==> src/rtl/mtrr_pkg.sv <==
// Package with the types, codes and constants of the member table block.
`timescale 1ns / 1ps
package mtrr_pkg;

   localparam int MAX_MEMBERS = 16;
   localparam int IDX_W       = $clog2(MAX_MEMBERS);
   localparam int CNT_W       = $clog2(MAX_MEMBERS + 1);
   localparam int ID_W        = 16;
   localparam int KEY_W       = 64;
   localparam int BIT_CNT_W   = $clog2(KEY_W);

   typedef enum logic [1:0] {
      KIND_ADD    = 2'd0,
      KIND_REMOVE = 2'd1,
      KIND_NEXT   = 2'd2,
      KIND_HASH   = 2'd3
   } kind_type;

   typedef enum logic [2:0] {
      STATUS_OK        = 3'd0,
      STATUS_EMPTY     = 3'd1,
      STATUS_PRESENT   = 3'd2,
      STATUS_NOT_FOUND = 3'd3,
      STATUS_FULL      = 3'd4
   } status_type;

   typedef enum logic [3:0] {
      S_IDLE,
      S_DISPATCH,
      S_LOOK_RD,
      S_LOOK_CMP,
      S_SHIFT_RD,
      S_SHIFT_WR,
      S_DIV,
      S_DIV_RD,
      S_SEL_CAP,
      S_FINISH
   } state_type;

   typedef enum logic [1:0] {
      RD_IDX,
      RD_IDX_NEXT,
      RD_RR,
      RD_REM
   } rd_sel_type;

   typedef struct packed {
      logic [1:0]       kind;
      logic [ID_W-1:0]  node_id;
      logic [KEY_W-1:0] hash_key;
   } req_type;

   typedef struct packed {
      logic [2:0]       status;
      logic [ID_W-1:0]  chosen_id;
      logic [4:0]       member_count;
   } rsp_type;

   typedef struct packed {
      logic       start;
      logic       status_wr;
      status_type status_code;
      logic       idx_inc;
      logic       append;
      logic       dec_total;
      logic       shift_wr;
      logic       rr_pick;
      logic       div_step;
      logic       cap_chosen;
      logic       load_rsp;
      rd_sel_type rd_sel;
   } cmd_type;

   typedef struct packed {
      kind_type kind;
      logic     total_zero;
      logic     full;
      logic     idx_at_end;
      logic     shift_last;
      logic     match;
      logic     div_last;
   } sts_type;

endpackage

==> src/rtl/mtrr_ram.sv <==
// Generic single-port-write, single-port-read RAM with registered read data.
`timescale 1ns / 1ps
module mtrr_ram #(
   parameter int WIDTH = 16,
   parameter int DEPTH = 16
) (
   input  logic                     clock,
   input  logic                     wr_en,
   input  logic [$clog2(DEPTH)-1:0] wr_addr,
   input  logic [WIDTH-1:0]         wr_data,
   input  logic [$clog2(DEPTH)-1:0] rd_addr,
   output logic [WIDTH-1:0]         rd_data
);

   logic [WIDTH-1:0] mem_ff [DEPTH];
   logic [WIDTH-1:0] rd_data_ff;

   always_ff @(posedge clock) begin
      if (wr_en) begin
         mem_ff[wr_addr] <= wr_data;
      end
      rd_data_ff <= mem_ff[rd_addr];
   end

   assign rd_data = rd_data_ff;

endmodule

==> src/rtl/mtrr_ctrl.sv <==
// Controller state machine that sequences search, shift, divide and result steps.
`timescale 1ns / 1ps
module mtrr_ctrl
   import mtrr_pkg::*;
(
   input  logic    clock,
   input  logic    reset,
   input  logic    req_valid,
   output logic    req_ready,
   input  logic    rsp_ready,
   output logic    rsp_valid,
   input  sts_type sts,
   output cmd_type cmd
);

   state_type state_ff, state_in;
   logic      rsp_valid_ff, rsp_valid_in;

   always_ff @(posedge clock) begin
      if (reset) begin
         state_ff     <= S_IDLE;
         rsp_valid_ff <= 1'b0;
      end else begin
         state_ff     <= state_in;
         rsp_valid_ff <= rsp_valid_in;
      end
   end

   always_comb begin
      state_in  = state_ff;
      cmd       = '0;
      cmd.rd_sel = RD_IDX;
      req_ready = 1'b0;
      unique case (state_ff)
         S_IDLE: begin
            req_ready = 1'b1;
            if (req_valid) begin
               cmd.start = 1'b1;
               state_in  = S_DISPATCH;
            end
         end
         S_DISPATCH: begin
            priority if (sts.kind == KIND_ADD || sts.kind == KIND_REMOVE) begin
               state_in = S_LOOK_RD;
            end else if (sts.total_zero) begin
               cmd.status_wr   = 1'b1;
               cmd.status_code = STATUS_EMPTY;
               state_in        = S_FINISH;
            end else if (sts.kind == KIND_NEXT) begin
               cmd.rd_sel  = RD_RR;
               cmd.rr_pick = 1'b1;
               state_in    = S_SEL_CAP;
            end else begin
               state_in = S_DIV;
            end
         end
         S_LOOK_RD: begin
            if (sts.idx_at_end) begin
               if (sts.kind == KIND_ADD) begin
                  if (sts.full) begin
                     cmd.status_wr   = 1'b1;
                     cmd.status_code = STATUS_FULL;
                  end else begin
                     cmd.append = 1'b1;
                  end
               end else begin
                  cmd.status_wr   = 1'b1;
                  cmd.status_code = STATUS_NOT_FOUND;
               end
               state_in = S_FINISH;
            end else begin
               cmd.rd_sel = RD_IDX;
               state_in   = S_LOOK_CMP;
            end
         end
         S_LOOK_CMP: begin
            if (sts.match) begin
               if (sts.kind == KIND_ADD) begin
                  cmd.status_wr   = 1'b1;
                  cmd.status_code = STATUS_PRESENT;
                  state_in        = S_FINISH;
               end else begin
                  state_in = S_SHIFT_RD;
               end
            end else begin
               cmd.idx_inc = 1'b1;
               state_in    = S_LOOK_RD;
            end
         end
         S_SHIFT_RD: begin
            if (sts.shift_last) begin
               cmd.dec_total = 1'b1;
               state_in      = S_FINISH;
            end else begin
               cmd.rd_sel = RD_IDX_NEXT;
               state_in   = S_SHIFT_WR;
            end
         end
         S_SHIFT_WR: begin
            cmd.shift_wr = 1'b1;
            cmd.idx_inc  = 1'b1;
            state_in     = S_SHIFT_RD;
         end
         S_DIV: begin
            cmd.div_step = 1'b1;
            if (sts.div_last) begin
               state_in = S_DIV_RD;
            end
         end
         S_DIV_RD: begin
            cmd.rd_sel = RD_REM;
            state_in   = S_SEL_CAP;
         end
         S_SEL_CAP: begin
            cmd.cap_chosen = 1'b1;
            state_in       = S_FINISH;
         end
         S_FINISH: begin
            if (!rsp_valid_ff || rsp_ready) begin
               cmd.load_rsp = 1'b1;
               state_in     = S_IDLE;
            end
         end
         default: begin
            state_in = S_IDLE;
         end
      endcase
   end

   always_comb begin
      priority if (cmd.load_rsp) begin
         rsp_valid_in = 1'b1;
      end else if (rsp_ready) begin
         rsp_valid_in = 1'b0;
      end else begin
         rsp_valid_in = rsp_valid_ff;
      end
   end

   assign rsp_valid = rsp_valid_ff;

endmodule

==> src/rtl/mtrr_dp.sv <==
// Datapath with the member table RAM, counters, pointer, remainder unit and result register.
`timescale 1ns / 1ps
module mtrr_dp
   import mtrr_pkg::*;
(
   input  logic    clock,
   input  logic    reset,
   input  req_type req_data,
   input  cmd_type cmd,
   output sts_type sts,
   output rsp_type rsp_data
);

   localparam logic [CNT_W-1:0] CNT_MAX = CNT_W'(MAX_MEMBERS);

   kind_type             kind_ff;
   logic [ID_W-1:0]      id_ff;
   logic [KEY_W-1:0]     key_ff;
   logic [CNT_W-1:0]     idx_ff;
   logic [CNT_W-1:0]     rem_ff;
   logic [BIT_CNT_W-1:0] bit_cnt_ff;
   logic [CNT_W-1:0]     total_ff;
   logic [CNT_W-1:0]     rr_ff;
   status_type           status_ff;
   logic [ID_W-1:0]      chosen_ff;
   rsp_type              rsp_ff;

   logic [CNT_W-1:0]     idx_next;
   logic [CNT_W-1:0]     rr_sel;
   logic [CNT_W:0]       trial;
   logic [CNT_W:0]       rem_in;
   logic                 wr_en;
   logic [IDX_W-1:0]     wr_addr;
   logic [ID_W-1:0]      wr_data;
   logic [IDX_W-1:0]     rd_addr;
   logic [ID_W-1:0]      rd_data;

   assign idx_next = idx_ff + CNT_W'(1);
   assign rr_sel   = (rr_ff >= total_ff) ? '0 : rr_ff;
   assign trial    = {rem_ff, key_ff[KEY_W-1]};
   assign rem_in   = (trial >= {1'b0, total_ff}) ? (trial - {1'b0, total_ff}) : trial;

   always_comb begin
      unique case (cmd.rd_sel)
         RD_IDX:      rd_addr = idx_ff[IDX_W-1:0];
         RD_IDX_NEXT: rd_addr = idx_next[IDX_W-1:0];
         RD_RR:       rd_addr = rr_sel[IDX_W-1:0];
         RD_REM:      rd_addr = rem_ff[IDX_W-1:0];
         default:     rd_addr = idx_ff[IDX_W-1:0];
      endcase
   end

   assign wr_en   = cmd.append | cmd.shift_wr;
   assign wr_addr = cmd.append ? total_ff[IDX_W-1:0] : idx_ff[IDX_W-1:0];
   assign wr_data = cmd.append ? id_ff : rd_data;

   mtrr_ram #(
      .WIDTH (ID_W),
      .DEPTH (MAX_MEMBERS)
   ) u_table (
      .clock   (clock),
      .wr_en   (wr_en),
      .wr_addr (wr_addr),
      .wr_data (wr_data),
      .rd_addr (rd_addr),
      .rd_data (rd_data)
   );

   always_ff @(posedge clock) begin
      if (reset) begin
         total_ff <= '0;
         rr_ff    <= '0;
      end else begin
         if (cmd.append) begin
            total_ff <= total_ff + CNT_W'(1);
         end else if (cmd.dec_total) begin
            total_ff <= total_ff - CNT_W'(1);
         end
         if (cmd.rr_pick) begin
            rr_ff <= rr_sel + CNT_W'(1);
         end
      end
   end

   always_ff @(posedge clock) begin
      if (cmd.start) begin
         kind_ff    <= kind_type'(req_data.kind);
         id_ff      <= req_data.node_id;
         key_ff     <= req_data.hash_key;
         idx_ff     <= '0;
         rem_ff     <= '0;
         bit_cnt_ff <= '0;
         status_ff  <= STATUS_OK;
         chosen_ff  <= '0;
      end else begin
         if (cmd.idx_inc) begin
            idx_ff <= idx_next;
         end
         if (cmd.div_step) begin
            rem_ff     <= rem_in[CNT_W-1:0];
            key_ff     <= {key_ff[KEY_W-2:0], 1'b0};
            bit_cnt_ff <= bit_cnt_ff + BIT_CNT_W'(1);
         end
         if (cmd.status_wr) begin
            status_ff <= cmd.status_code;
         end
         if (cmd.cap_chosen) begin
            chosen_ff <= rd_data;
         end
      end
      if (cmd.load_rsp) begin
         rsp_ff.status       <= status_ff;
         rsp_ff.chosen_id    <= chosen_ff;
         rsp_ff.member_count <= 5'(total_ff);
      end
   end

   assign sts.kind       = kind_ff;
   assign sts.total_zero = (total_ff == '0);
   assign sts.full       = (total_ff >= CNT_MAX);
   assign sts.idx_at_end = (idx_ff >= total_ff);
   assign sts.shift_last = ({1'b0, idx_ff} + (CNT_W + 1)'(1)) >= {1'b0, total_ff};
   assign sts.match      = (rd_data == id_ff);
   assign sts.div_last   = (bit_cnt_ff == BIT_CNT_W'(KEY_W - 1));

   assign rsp_data = rsp_ff;

endmodule

==> src/rtl/member_table_round_robin_hash_select.sv <==
// Top level of the member table with round-robin and hash selection.
// Add and remove search the table entry by entry; an add that finds its id stops there.
// Remove then moves each later entry down one place. Hash takes the remainder of the key divided by the member count.
// Next or hash on an empty table returns the empty status; a result still waiting at the output delays these.
// A new item is taken only once the result of the last one is loaded into the output register.
// Reset empties the table and clears the round-robin pointer; the RAM itself is not cleared.
`timescale 1ns / 1ps
module member_table_round_robin_hash_select
   import mtrr_pkg::*;
(
   input  logic    clock,
   input  logic    reset,
   input  logic    req_valid,
   output logic    req_ready,
   input  req_type req_data,
   output logic    rsp_valid,
   input  logic    rsp_ready,
   output rsp_type rsp_data
);

   cmd_type cmd;
   sts_type sts;

   mtrr_ctrl u_ctrl (
      .clock     (clock),
      .reset     (reset),
      .req_valid (req_valid),
      .req_ready (req_ready),
      .rsp_ready (rsp_ready),
      .rsp_valid (rsp_valid),
      .sts       (sts),
      .cmd       (cmd)
   );

   mtrr_dp u_dp (
      .clock    (clock),
      .reset    (reset),
      .req_data (req_data),
      .cmd      (cmd),
      .sts      (sts),
      .rsp_data (rsp_data)
   );

endmodule

==> config.mk <==
export PLATFORM = sky130hd
export DESIGN_NAME = member_table_round_robin_hash_select
export DESIGN_NICKNAME = d
export VERILOG_FILES = /design/src/rtl/mtrr_pkg.sv /design/src/rtl/mtrr_ram.sv /design/src/rtl/mtrr_ctrl.sv /design/src/rtl/mtrr_dp.sv /design/src/rtl/member_table_round_robin_hash_select.sv
export SDC_FILE = /design/constraint.sdc
export NUM_CORES = 1
export LEC_CHECK = 0
export BUFFER_PORTS_ARGS = -buffer_cell sky130_fd_sc_hd__buf_2
export CORE_MARGIN = 1.5
export CORE_UTILIZATION = 36
export DETAILED_ROUTE_END_ITERATION = 12
export PLACE_DENSITY = 0.53
export SLEW_MARGIN = 0
export SYNTH_ARGS = -nofsm -noshare
export SYNTH_HDL_FRONTEND = slang
export SYNTH_HIERARCHICAL = 1
export SYNTH_SLANG_ARGS = --single-unit
export TNS_END_PERCENT = 50
==> constraint.sdc <==
create_clock -name clock -period 4.3 [get_ports clock]
set_clock_uncertainty 0.05 [all_clocks]
set_input_delay 0.215 -clock clock [delete_from_list [all_inputs] [get_ports clock]]
set_output_delay 0.215 -clock clock [all_outputs]
set_load 0.02 [all_outputs]
# Word-level counts from Yosys, hierarchy flattened
# Memories as Yosys holds them, arrays and structs flattened. A register that Yosys moved wholly into a read port is not among the register bits.
# Index checks and enable logic that the tools add are counted.
word_totals:
  reg_bits: 156
  latchBits: 0
  ramBits: 256
  romBits: 0
  input_bits: 86
  output_inout_bits: 26
  elab_cells: 116
  memories: 1
mem_list:
  columns: ["memory", "depth", "word_bits", "rd", "rd_clocked_by_memory_dff", "wr", "line", "source"]
  rows:
  - ["u_dp.u_table.mem_ff", 16, 16, 1, 1, 1, "mtrr_ram.sv:15", "logic [WIDTH-1:0] mem_ff [DEPTH];"]
op_classes:
  addsub: 7
  mul: 0
  n_div: 0
  order_cmp: 5
  n_eq_ne: 19
  shifts: 0
  mux: 57
  bitwise: 1
  n_reduce_logical: 11
ops:
  columns: ["operator", "count"]
  rows:
  - ["64-bit two-way mux", 2]
  - ["4-bit two-way mux", 18]
  - ["4-bit one-hot mux with 10 select lines", 1]
  - ["1-bit two-way mux", 24]
  - ["5-bit two-way mux", 4]
  - ["16-bit == test", 1]
  - ["4-bit by 3-bit == test with 1-bit output, second input constant", 4]
  - ["16-bit two-way mux", 1]
  - ["4-bit one-hot mux with 4 select lines", 1]
  - ["5-bit by 1-bit adder with 5-bit output, second input constant", 3]
  - ["6-bit by 5-bit greater-or-equal comparator with 1-bit output", 2]
  - ["4-bit one-hot mux with 3 select lines", 1]
  - ["5-bit greater-or-equal comparator", 2]
  - ["4-bit by 2-bit == test with 1-bit output, second input constant", 2]
  - ["4-bit == test, second input constant", 2]
  - ["5-bit by 1-bit adder with 6-bit output, second input constant", 1]
  - ["6-bit by 1-bit adder with 6-bit output, second input constant", 1]
  - ["2-bit == test, second input constant", 3]
  - ["6-bit == test, second input constant", 1]
  - ["2-bit two-way mux", 3]
  - ["2-bit one-hot mux with 3 select lines", 1]
  - ["2-bit nonzero test", 3]
  - ["5-bit greater-or-equal comparator, second input constant", 1]
  - ["5-bit zero test", 1]
  - ["13 further kinds", 17]

# Longest topological paths before layout
# Gate-level depths: netlist of the first run.
logic_depth:
  depth_word: 8
  mapped_depth: 18
  ltp_nobuf: 16

# Hierarchy
# The synthesis of the first run kept the hierarchy.
by_module_without_submodules:
  columns: ["module", "n_inst", "cells_each", "area_each_um2", "seq_area_each_um2"]
  rows:
  - ["mtrr_ram", 1, 432, 10042.1, 8007.7]
  - ["mtrr_dp", 1, 517, 6932.9, 4083.9]
  - ["mtrr_ctrl", 1, 76, 555.5, 100.1]

# Worst setup path before layout of the first run
# OpenSTA, ideal clock, no wires.
synth_timing:
  path_kind: "register to register"
  start: "register u_dp.idx_ff[0]"
  end: "memory u_dp.u_table.mem_ff[0][0], enable pin"
  arrival_time_ns: 3.965
  required_time_ns: 3.841
  setup_slack_ns: -0.124
  stages_incl_launch_ff: 15
  period_less_slack_ns: 4.424
  path_cell_list: "dfxtp_1 -> inv_1 -> ha_1 -> nand2b_1 -> a21oi_1 -> nor2b_1 -> o21ai_0 -> a21oi_1 -> nand3_1 -> nor2b_1 -> clkbuf_1 -> buf_1 -> or2_2 -> or3b_2 -> nor3_1"
synth_lines:
  columns: ["element", "line", "source"]
  rows:
  - ["start, declared", "mtrr_dp.sv:19", "logic [CNT_W-1:0] idx_ff;"]
  - ["start signal, assigned", "mtrr_dp.sv:97", "idx_ff <= idx_next;"]
  - ["end, declared", "mtrr_ram.sv:15", null]

# Worst setup path after layout of the first run
layout_timing:
  start: "register u_dp.idx_ff[1]"
  end: "register u_dp.u_table.rd_data_ff[10] (netlist: u_dp/u_table/rd_data[10]), read port of u_dp.u_table.mem_ff"
layout_via:
  elab_cells_between_ends: 10
  classes_between: "add/sub (2); order compare (1); eq/ne (3); mux (3); reduce/logical (1)"
layout_lines:
  columns: ["element", "line", "source"]
  rows:
  - ["5-bit by 1-bit adder with 5-bit output", "mtrr_dp.sv:38", "assign idx_next = idx_ff + CNT_W'(1);"]
  - ["via u_dp.idx_next[2]", "mtrr_dp.sv:28", "logic [CNT_W-1:0] idx_next;"]
  - ["4-bit one-hot mux with 4 select lines", "mtrr_dp.sv:44", "unique case (cmd.rd_sel)"]
  - ["end, declared", "mtrr_ram.sv:16", "logic [WIDTH-1:0] rd_data_ff;"]
# The timed path passes the listed nets, and every way through them passes these cells.
# A chain may end at the register's enable or synchronous reset.

==> qor.csv, run 1 <==
stage,metric,value,unit
logic_synthesis,Synth area leaders,"edfxtp_1, dfxtp_1, mux4_2",
cts,CTS Root Cell,clkbuf_16,
global_routing,pin count of the biggest net entering global routing,65,
logic_synthesis,Post-synth EDFFs,362,
global_routing,vias in the first global route,10100,
logic_synthesis,synthesis-stage register bit count,428,
setup_path,critical path class,reg -> reg,
logic_synthesis,"count leader, synth",edfxtp_1,
cts,Post-CTS Setup Bufs,0,
drt,top sig layer,met4,
layout,layout cell share with drive strength beyond 1,31.0,%
die,die height,224,um
setup_path,startpoint types,flip-flop,
die,die area,50000,um2
pwr,Overall Power,9950,uW
timing,fmax,257,MHz
timing,endpoints failing setup,0,
die,row count,80,
global_routing,initial antenna violation count,0,
logic_synthesis,count of cell types in the netlist,63,
layout,Finished Core Util,44.9,%
flow_run,max_cap viols,0,
die,die width,224,um
setup_path,Crit path required time,4.70,ns
logic_synthesis,Synth top area share,62.0,%
cts,CTS tree,built,
placement,dpl hpwl,25700,um
logic_synthesis,synthesized instance count,1025,
logic_synthesis,ys async rst share,0,%
setup_path,crit path DAT,4.29,ns
die,Initial Util,36.6,%
logic_synthesis,Syn Nets,1139,
drt,Initial DRC Count,747,
min_path,worst hold path type,in -> reg,
global_routing,total grt overflow,0,
timing,setup TNS,0,ns
timing,final hold vios,0,
layout,fillers,4154,
die,IO Pins,112,
cts,CTS Sinks,428,
drt,Met3 Routed Length,1630,um
logic_synthesis,Post-synth top cells,"edfxtp_1, mux2_2, dfxtp_1, nor2_1, mux4_2",
setup_path,worst reg2reg path depth,15,
drt,drt first pass iters,5,
logic_synthesis,Most used DFF post-synth,edfxtp_1,
drt,Avg WL per Cell,21.1,um
global_routing,GRT Util Overall,16.6,%
timing,max_slew headroom,41.5,%
min_path,hold depth,2,
setup_path,crit path capture type,flip-flop,
pwr,sw frac,23.4,%
pwr,P per Cell Area,463,nW/um2
timing,"Slew Viols, Final",0,
pwr,switching power,2330,uW
pwr,Clk pwr share,38.7,%
layout,Final Non-Filler Cells,1925,
pwr,leakage power,0.00733,uW
drt,vias,9727,
timing,RSZ-0062 raised after global routing,no,
pwr,logic gate share of total power,11.0,%
placement,Placer Congestion,0.836,
layout,final antenna diode count,0,
logic_synthesis,sequential fraction of the synthesis area,69.5,%
drt,ANT nets after route,0,
global_routing,first-pass GRT wire length,62000,um
layout,P&R area growth vs syn,22.6,%
drt,met2 routed WL,19200,um
cts,Clock transition at path regs,0.06,ns
cts,Inserted Clock Buffers,45,
logic_synthesis,cell type with the largest total area after synthesis,edfxtp_1,
cts,Clock Tree Buf Depth,3,
placement,placed cells,1755,
timing,"Period Utilization, post-route",90.5,%
cts,clock latency at the later pin of the worst-skew pair,0.58,ns
logic_synthesis,synthesized area,17500,um2
drt,DRC violations left,0,
timing,worst-margin pin slew,0.875,ns
logic_synthesis,YS warnings,6,
cts,CTS H-tree depth,2,
die,Core ar.,47800,um2
timing,min Tclk post-route,3.89,ns
pwr,Max IR drop VDD,0.323,mV
layout,final net count,1387,
setup_path,crit path max fanout,38,
pwr,cell internal pwr,7620,uW
pwr,Flop pwr share,50.3,%
run_status,status,completed,
drt,Total Wirelength,40600,um
logic_synthesis,Mean Syn Cell Area,17.1,um2
drt,vias per cell,5.05,
placement,IO Port Bufs,111,
drt,M1 WL,19000,um
## power groups by stage
stage | Sequential, uW | Clock [uW] | Combinational, uW
floorplan | 5040 | 0 | 762
global placement | 5100 | 0 | 1020
detailed placement | 5100 | 0 | 1040
CTS | 5010 | 3970 | 1110
global route | 5030 | 4100 | 1200
finish | 5010 | 3850 | 1090
## critical path: stages (launching register included)
cell and delay, ns:
dfxtp_1 0.48, ha_1 0.29, xor2_1 0.24, ha_1 0.28
a211oi_1 0.19, o21ai_0 0.15, inv_1 0.10, nand2_1 0.05
a21oi_1 0.25, buf_4 0.23, a31oi_1 0.14, a21oi_4 0.25
buf_12 0.28, mux4_2 0.34, a22oi_1 0.29, nand2_1 0.12
## per-stage QoR
| stage | setup WS [ns] | hold WS (ns) | cell area [um2] |
|---|---|---|---|
| 2_1_floorplan | 0.191 | 0.227 | 17500 |
| 3_3_place_gp | 0.508 | 0.342 | 19200 |
| 3_5_place_dp | 0.468 | 0.344 | 19200 |
| 4_1_cts | 0.428 | 0.253 | 21500 |
| 5_1_grt | 0.188 | 0.268 | 21500 |
| 6_report | 0.409 | 0.289 | 21500 |
## sequential cells by signal (all words and copies together) (netlist names), 2 cells and up
register	count
u_dp/status_ff	3
u_dp/kind_ff	2
u_dp/rsp_data	24
u_dp/bit_cnt_ff	6
u_dp/id_ff	16
u_dp/chosen_ff	16
u_dp/rr_ff	5
u_dp/idx_ff	5
u_dp/u_table/mem_ff	256
u_ctrl/state_ff	4
u_dp/u_table/rd_data	16
u_dp/total_ff	5
u_dp/key_ff	64
u_dp/rem_ff	5
## cells in the final DEF (no fill, tap or decap), types with 7 or more instances in the layout
master,n
clkbuf_16,46
clkinv_1,9
nand2_1,38
buf_4,50
buf_2,111
clkbuf_1,7
nor2_2,13
nand2b_1,7
mux2_2,82
nor2_1,52
xnor2_1,23
a22oi_1,32
nand4_1,11
mux4_1,10
nor2b_1,8
mux2i_1,27
xor2_1,10
dlygate4sd3_1,86
a21oi_1,17
ha_1,26
dfxtp_1,66
clkinv_2,11
o21ai_0,14
a211oi_1,8
mux4_2,54
inv_1,18
edfxtp_1,362
nand3_1,14
## logic make-up (layout without fill, tap and decap cells)
kind of cell | count (synthesis) | in the layout | synth area share [%]
flops | 428 | 428 | 69.5
mux | 174 | 174 | 15.3
fa+ha+maj | 28 | 28 | 2.08
buf+inv | 70 | 355 | 1.92
xor+xnor | 33 | 33 | 1.65
simple gates | 189 | 189 | 5.54
compound gates | 103 | 103 | 3.93
## path summary, 6_finish.rpt
check | to | from | slack (ns)
max | u_dp/u_table/rd_data[10] | u_dp/idx_ff[1] | 0.41
min | u_dp/id_ff[5] | req_data[69] | 0.29
max reg2reg | u_dp/u_table/rd_data[10] | u_dp/idx_ff[1] | 0.41
min reg2reg | u_dp/rsp_data[11] | u_dp/chosen_ff[6] | 0.38
## routing by layer
layer	GRT usage, %	vias to the layer above
li1	-	4528
met1	23.2	4975
met2	26.4	176
met3	3.21	48
met4	4.71	0
met5	0	-
## area by class of cell
type	instances	area [um2]	share of cell area (%)
well taps	615	769	3.58
repair buffers	252	1890	8.80
flip-flops and latches	428	12200	56.7
clock buffers	54	1190	5.54
clock inverters	30	279	1.30
inverters	19	71.3	0.332
multi-input cells	527	5090	23.7
## what timing repair did
item / in CTS / in global routing
setup endpoints to repair: 0 / 0
endpoints found under the hold margin: 100 / 0
hold buffers: 86 / 0
resized for setup: 0 / 0
Power figures use the tool's default switching activity.
==> run 2, diff against run 1 <==
--- a/config.mk
+++ b/config.mk
@@ -6,10 +6,12 @@
 export NUM_CORES = 1
 export LEC_CHECK = 0
 export BUFFER_PORTS_ARGS = -buffer_cell sky130_fd_sc_hd__buf_2
+export CELL_PAD_IN_SITES_DETAIL_PLACEMENT = 2
+export CELL_PAD_IN_SITES_GLOBAL_PLACEMENT = 2
 export CORE_MARGIN = 1.5
 export CORE_UTILIZATION = 36
 export DETAILED_ROUTE_END_ITERATION = 12
-export PLACE_DENSITY = 0.53
+export PLACE_DENSITY = 0.67
 export SLEW_MARGIN = 0
 export SYNTH_ARGS = -nofsm -noshare
 export SYNTH_HDL_FRONTEND = slang
==> run 2 against run 1 <==
  * Critical path depth shrank 1
  * Via count grew 3.1%
  * Register-to-register slack worse by 0.11 ns
  * Worst setup slack got worse by 0.11 ns
  * Global-route usage is 2.0 points higher
  * Power increased by 0.92%
  * Sequential share of layout area about the same
  * Clock power grew 1%
  * Non-clock buffer count fell by 7
  * Worst hold slack worse by 0.23 ns
  * Largest power group unchanged
==> qor.csv, run 2 (synthesis results as in run 1) <==
stage,metric,value,unit
timing,min Tclk post-route,4.00,ns
timing,"Slew Viols, Final",0,
placement,placed cells,1749,
setup_path,"critical path, cell by cell",inv_1 -> ha_1 -> nand2b_1 -> a21oi_1 -> nor2b_1 -> o21ai_0 -> a21oi_1 -> nand3_1 -> nor2b_2 -> buf_4 -> o21ai_0 -> nand2_1 -> nor2_1 -> buf_4,
timing,endpoints failing setup,0,
cts,CTS Sinks,428,
setup_path,crit path capture type,flip-flop,
cts,CTS Root Cell,clkbuf_16,
drt,Avg WL per Cell,23.5,um
drt,Total Wirelength,45200,um
die,die width,224,um
global_routing,pin count of the biggest net entering global routing,65,
cts,Post-CTS Setup Bufs,0,
drt,drt first pass iters,6,
layout,final antenna diode count,0,
timing,RSZ-0062 raised after global routing,no,
layout,max reg flops,256,
global_routing,first-pass GRT wire length,69500,um
die,Initial Util,36.6,%
cts,CTS tree,built,
timing,fmax,250,MHz
timing,"Period Utilization, post-route",93.1,%
cts,Inserted Clock Buffers,47,
cts,clock latency at the later pin of the worst-skew pair,0.60,ns
setup_path,crit path DAT,4.18,ns
placement,dpl hpwl,28400,um
drt,vias per cell,5.22,
layout,Reg with most FFs,u_dp/u_table/mem_ff,
die,die area,50000,um2
setup_path,Worst path top cell family by delay,compound AO/OA/AOI/OAI gates,
pwr,Max IR drop VDD,0.325,mV
flow_run,max_cap viols,0,
pwr,leakage power,0.00732,uW
die,IO Pins,112,
timing,final hold vios,0,
cts,CTS H-tree depth,2,
layout,P&R area growth vs syn,22.7,%
timing,hold_ws,0.0622,ns
layout,final net count,1382,
drt,Initial DRC Count,602,
setup_path,startpoint types,flip-flop,
placement,Placer Congestion,0.739,
cts,Clock Tree Buf Depth,3,
cts,Clock transition at path regs,0.06,ns
setup_path,crit path max fanout,16,
setup_path,Crit path required time,4.48,ns
layout,layout cell share with drive strength beyond 1,29.9,%
setup_path,WP buf/inv,3,
timing,max_slew headroom,31.6,%
drt,ANT nets after route,0,
pwr,P per Cell Area,467,nW/um2
placement,IO Port Bufs,111,
setup_path,critical path class,reg -> reg,
global_routing,initial antenna violation count,0,
layout,Final Non-Filler Cells,1921,
layout,"commonest non-fill, non-tap cell in the layout",edfxtp_1,
global_routing,total grt overflow,0,
setup_path,max incr delay on CP,0.80,ns
global_routing,GRT Util Overall,18.6,%
global_routing,vias in the first global route,11100,
drt,vias,10000,
die,die height,224,um
die,row count,80,
min_path,worst hold path type,in -> reg,
timing,worst-margin pin slew,1.02,ns
run_status,status,completed,
setup_path,Crit-path slowest cell,o21ai_0,
timing,setup TNS,0,ns
drt,DRC violations left,0,
layout,most frequent cells in the layout,"edfxtp_1, buf_2, dlygate4sd3_1, mux2_2",
die,Core ar.,47800,um2
## run 2: cell count changes in the layout (fill, tap and decap cells not counted), moves of 2 or more
cell	delta
clkbuf_1	+12
nor2_1	+12
nor2_2	-12
buf_4	-10
clkbuf_8	+7
clkinv_2	-7
clkinv_1	-5
buf_12	+4
bufinv_16	-3
clkbuf_16	+2
clkinvlp_4	-2
dfxtp_1	-2
dfxtp_2	+2
## run 2: path summary, 6_finish.rpt
kind                     start                          to  slack, ns  cells after the start
max             u_dp/idx_ff[0]  u_dp/u_table/mem_ff[15][4]       0.30                     14
min                  req_valid              u_dp/idx_ff[2]       0.06                      3
min reg2reg  u_dp/chosen_ff[1]            u_dp/rsp_data[6]       0.38                      0
max reg2reg     u_dp/idx_ff[0]  u_dp/u_table/mem_ff[15][4]       0.30                     14
## run 2: layout make-up
class / count / area [um2]
Fill cell: 4494 / 26300
Sequential cell: 428 / 12200
Multi-Input combinational cell: 527 / 5080
Timing Repair Buffer: 245 / 1890
Clock buffer: 75 / 1380
Tap cell: 615 / 769
Clock inverter: 12 / 119
Inverter: 19 / 71.3
## run 2: power breakdown
group	internal (uW)	leakage, uW	switching [uW]
Combinational	527	0.00276	597
Sequential	4880	0.00384	136
Clock	2270	0.000726	1640
Total	7670	0.00732	2370
## run 2: routing by layer
metal | vias to the layer above | global-route usage [%] | routed length [um]
met4 | 0 | 5.19 | 974
met3 | 64 | 3.04 | 1710
met5 | - | 0 | 0
li1 | 4512 | - | -
met2 | 214 | 33.1 | 23200
met1 | 5239 | 23.2 | 19300
## run 2: worst reg2reg max path: stages (launching register included)
cell      delay [ns]
dfxtp_2         0.40
inv_1           0.09
ha_1            0.31
nand2b_1        0.16
a21oi_1         0.15
nor2b_1         0.06
o21ai_0         0.15
a21oi_1         0.12
nand3_1         0.19
nor2b_2         0.12
buf_4           0.19
o21ai_0         0.80
nand2_1         0.30
nor2_1          0.19
buf_4           0.35
## run 2: metrics by stage
stage	setup slack [ns]	total power (uW)	utilization, %	instance area [um2]
after global routing	0.00324	10400	44.9	21500
after CTS	0.0602	10200	44.9	21500
final	0.298	10000	44.9	21500
after detailed placement	-0.0312	6170	40.0	19100
after global placement	0.114	6110	40.0	19100
after floorplan	0.191	5810	-	17500
## run 2: what timing repair did
item,4_1_cts,5_1_grt
endpoints found under the hold margin,96,0
setup endpoints to repair,3,55
gates resized for setup,1,5
hold buffers,85,0
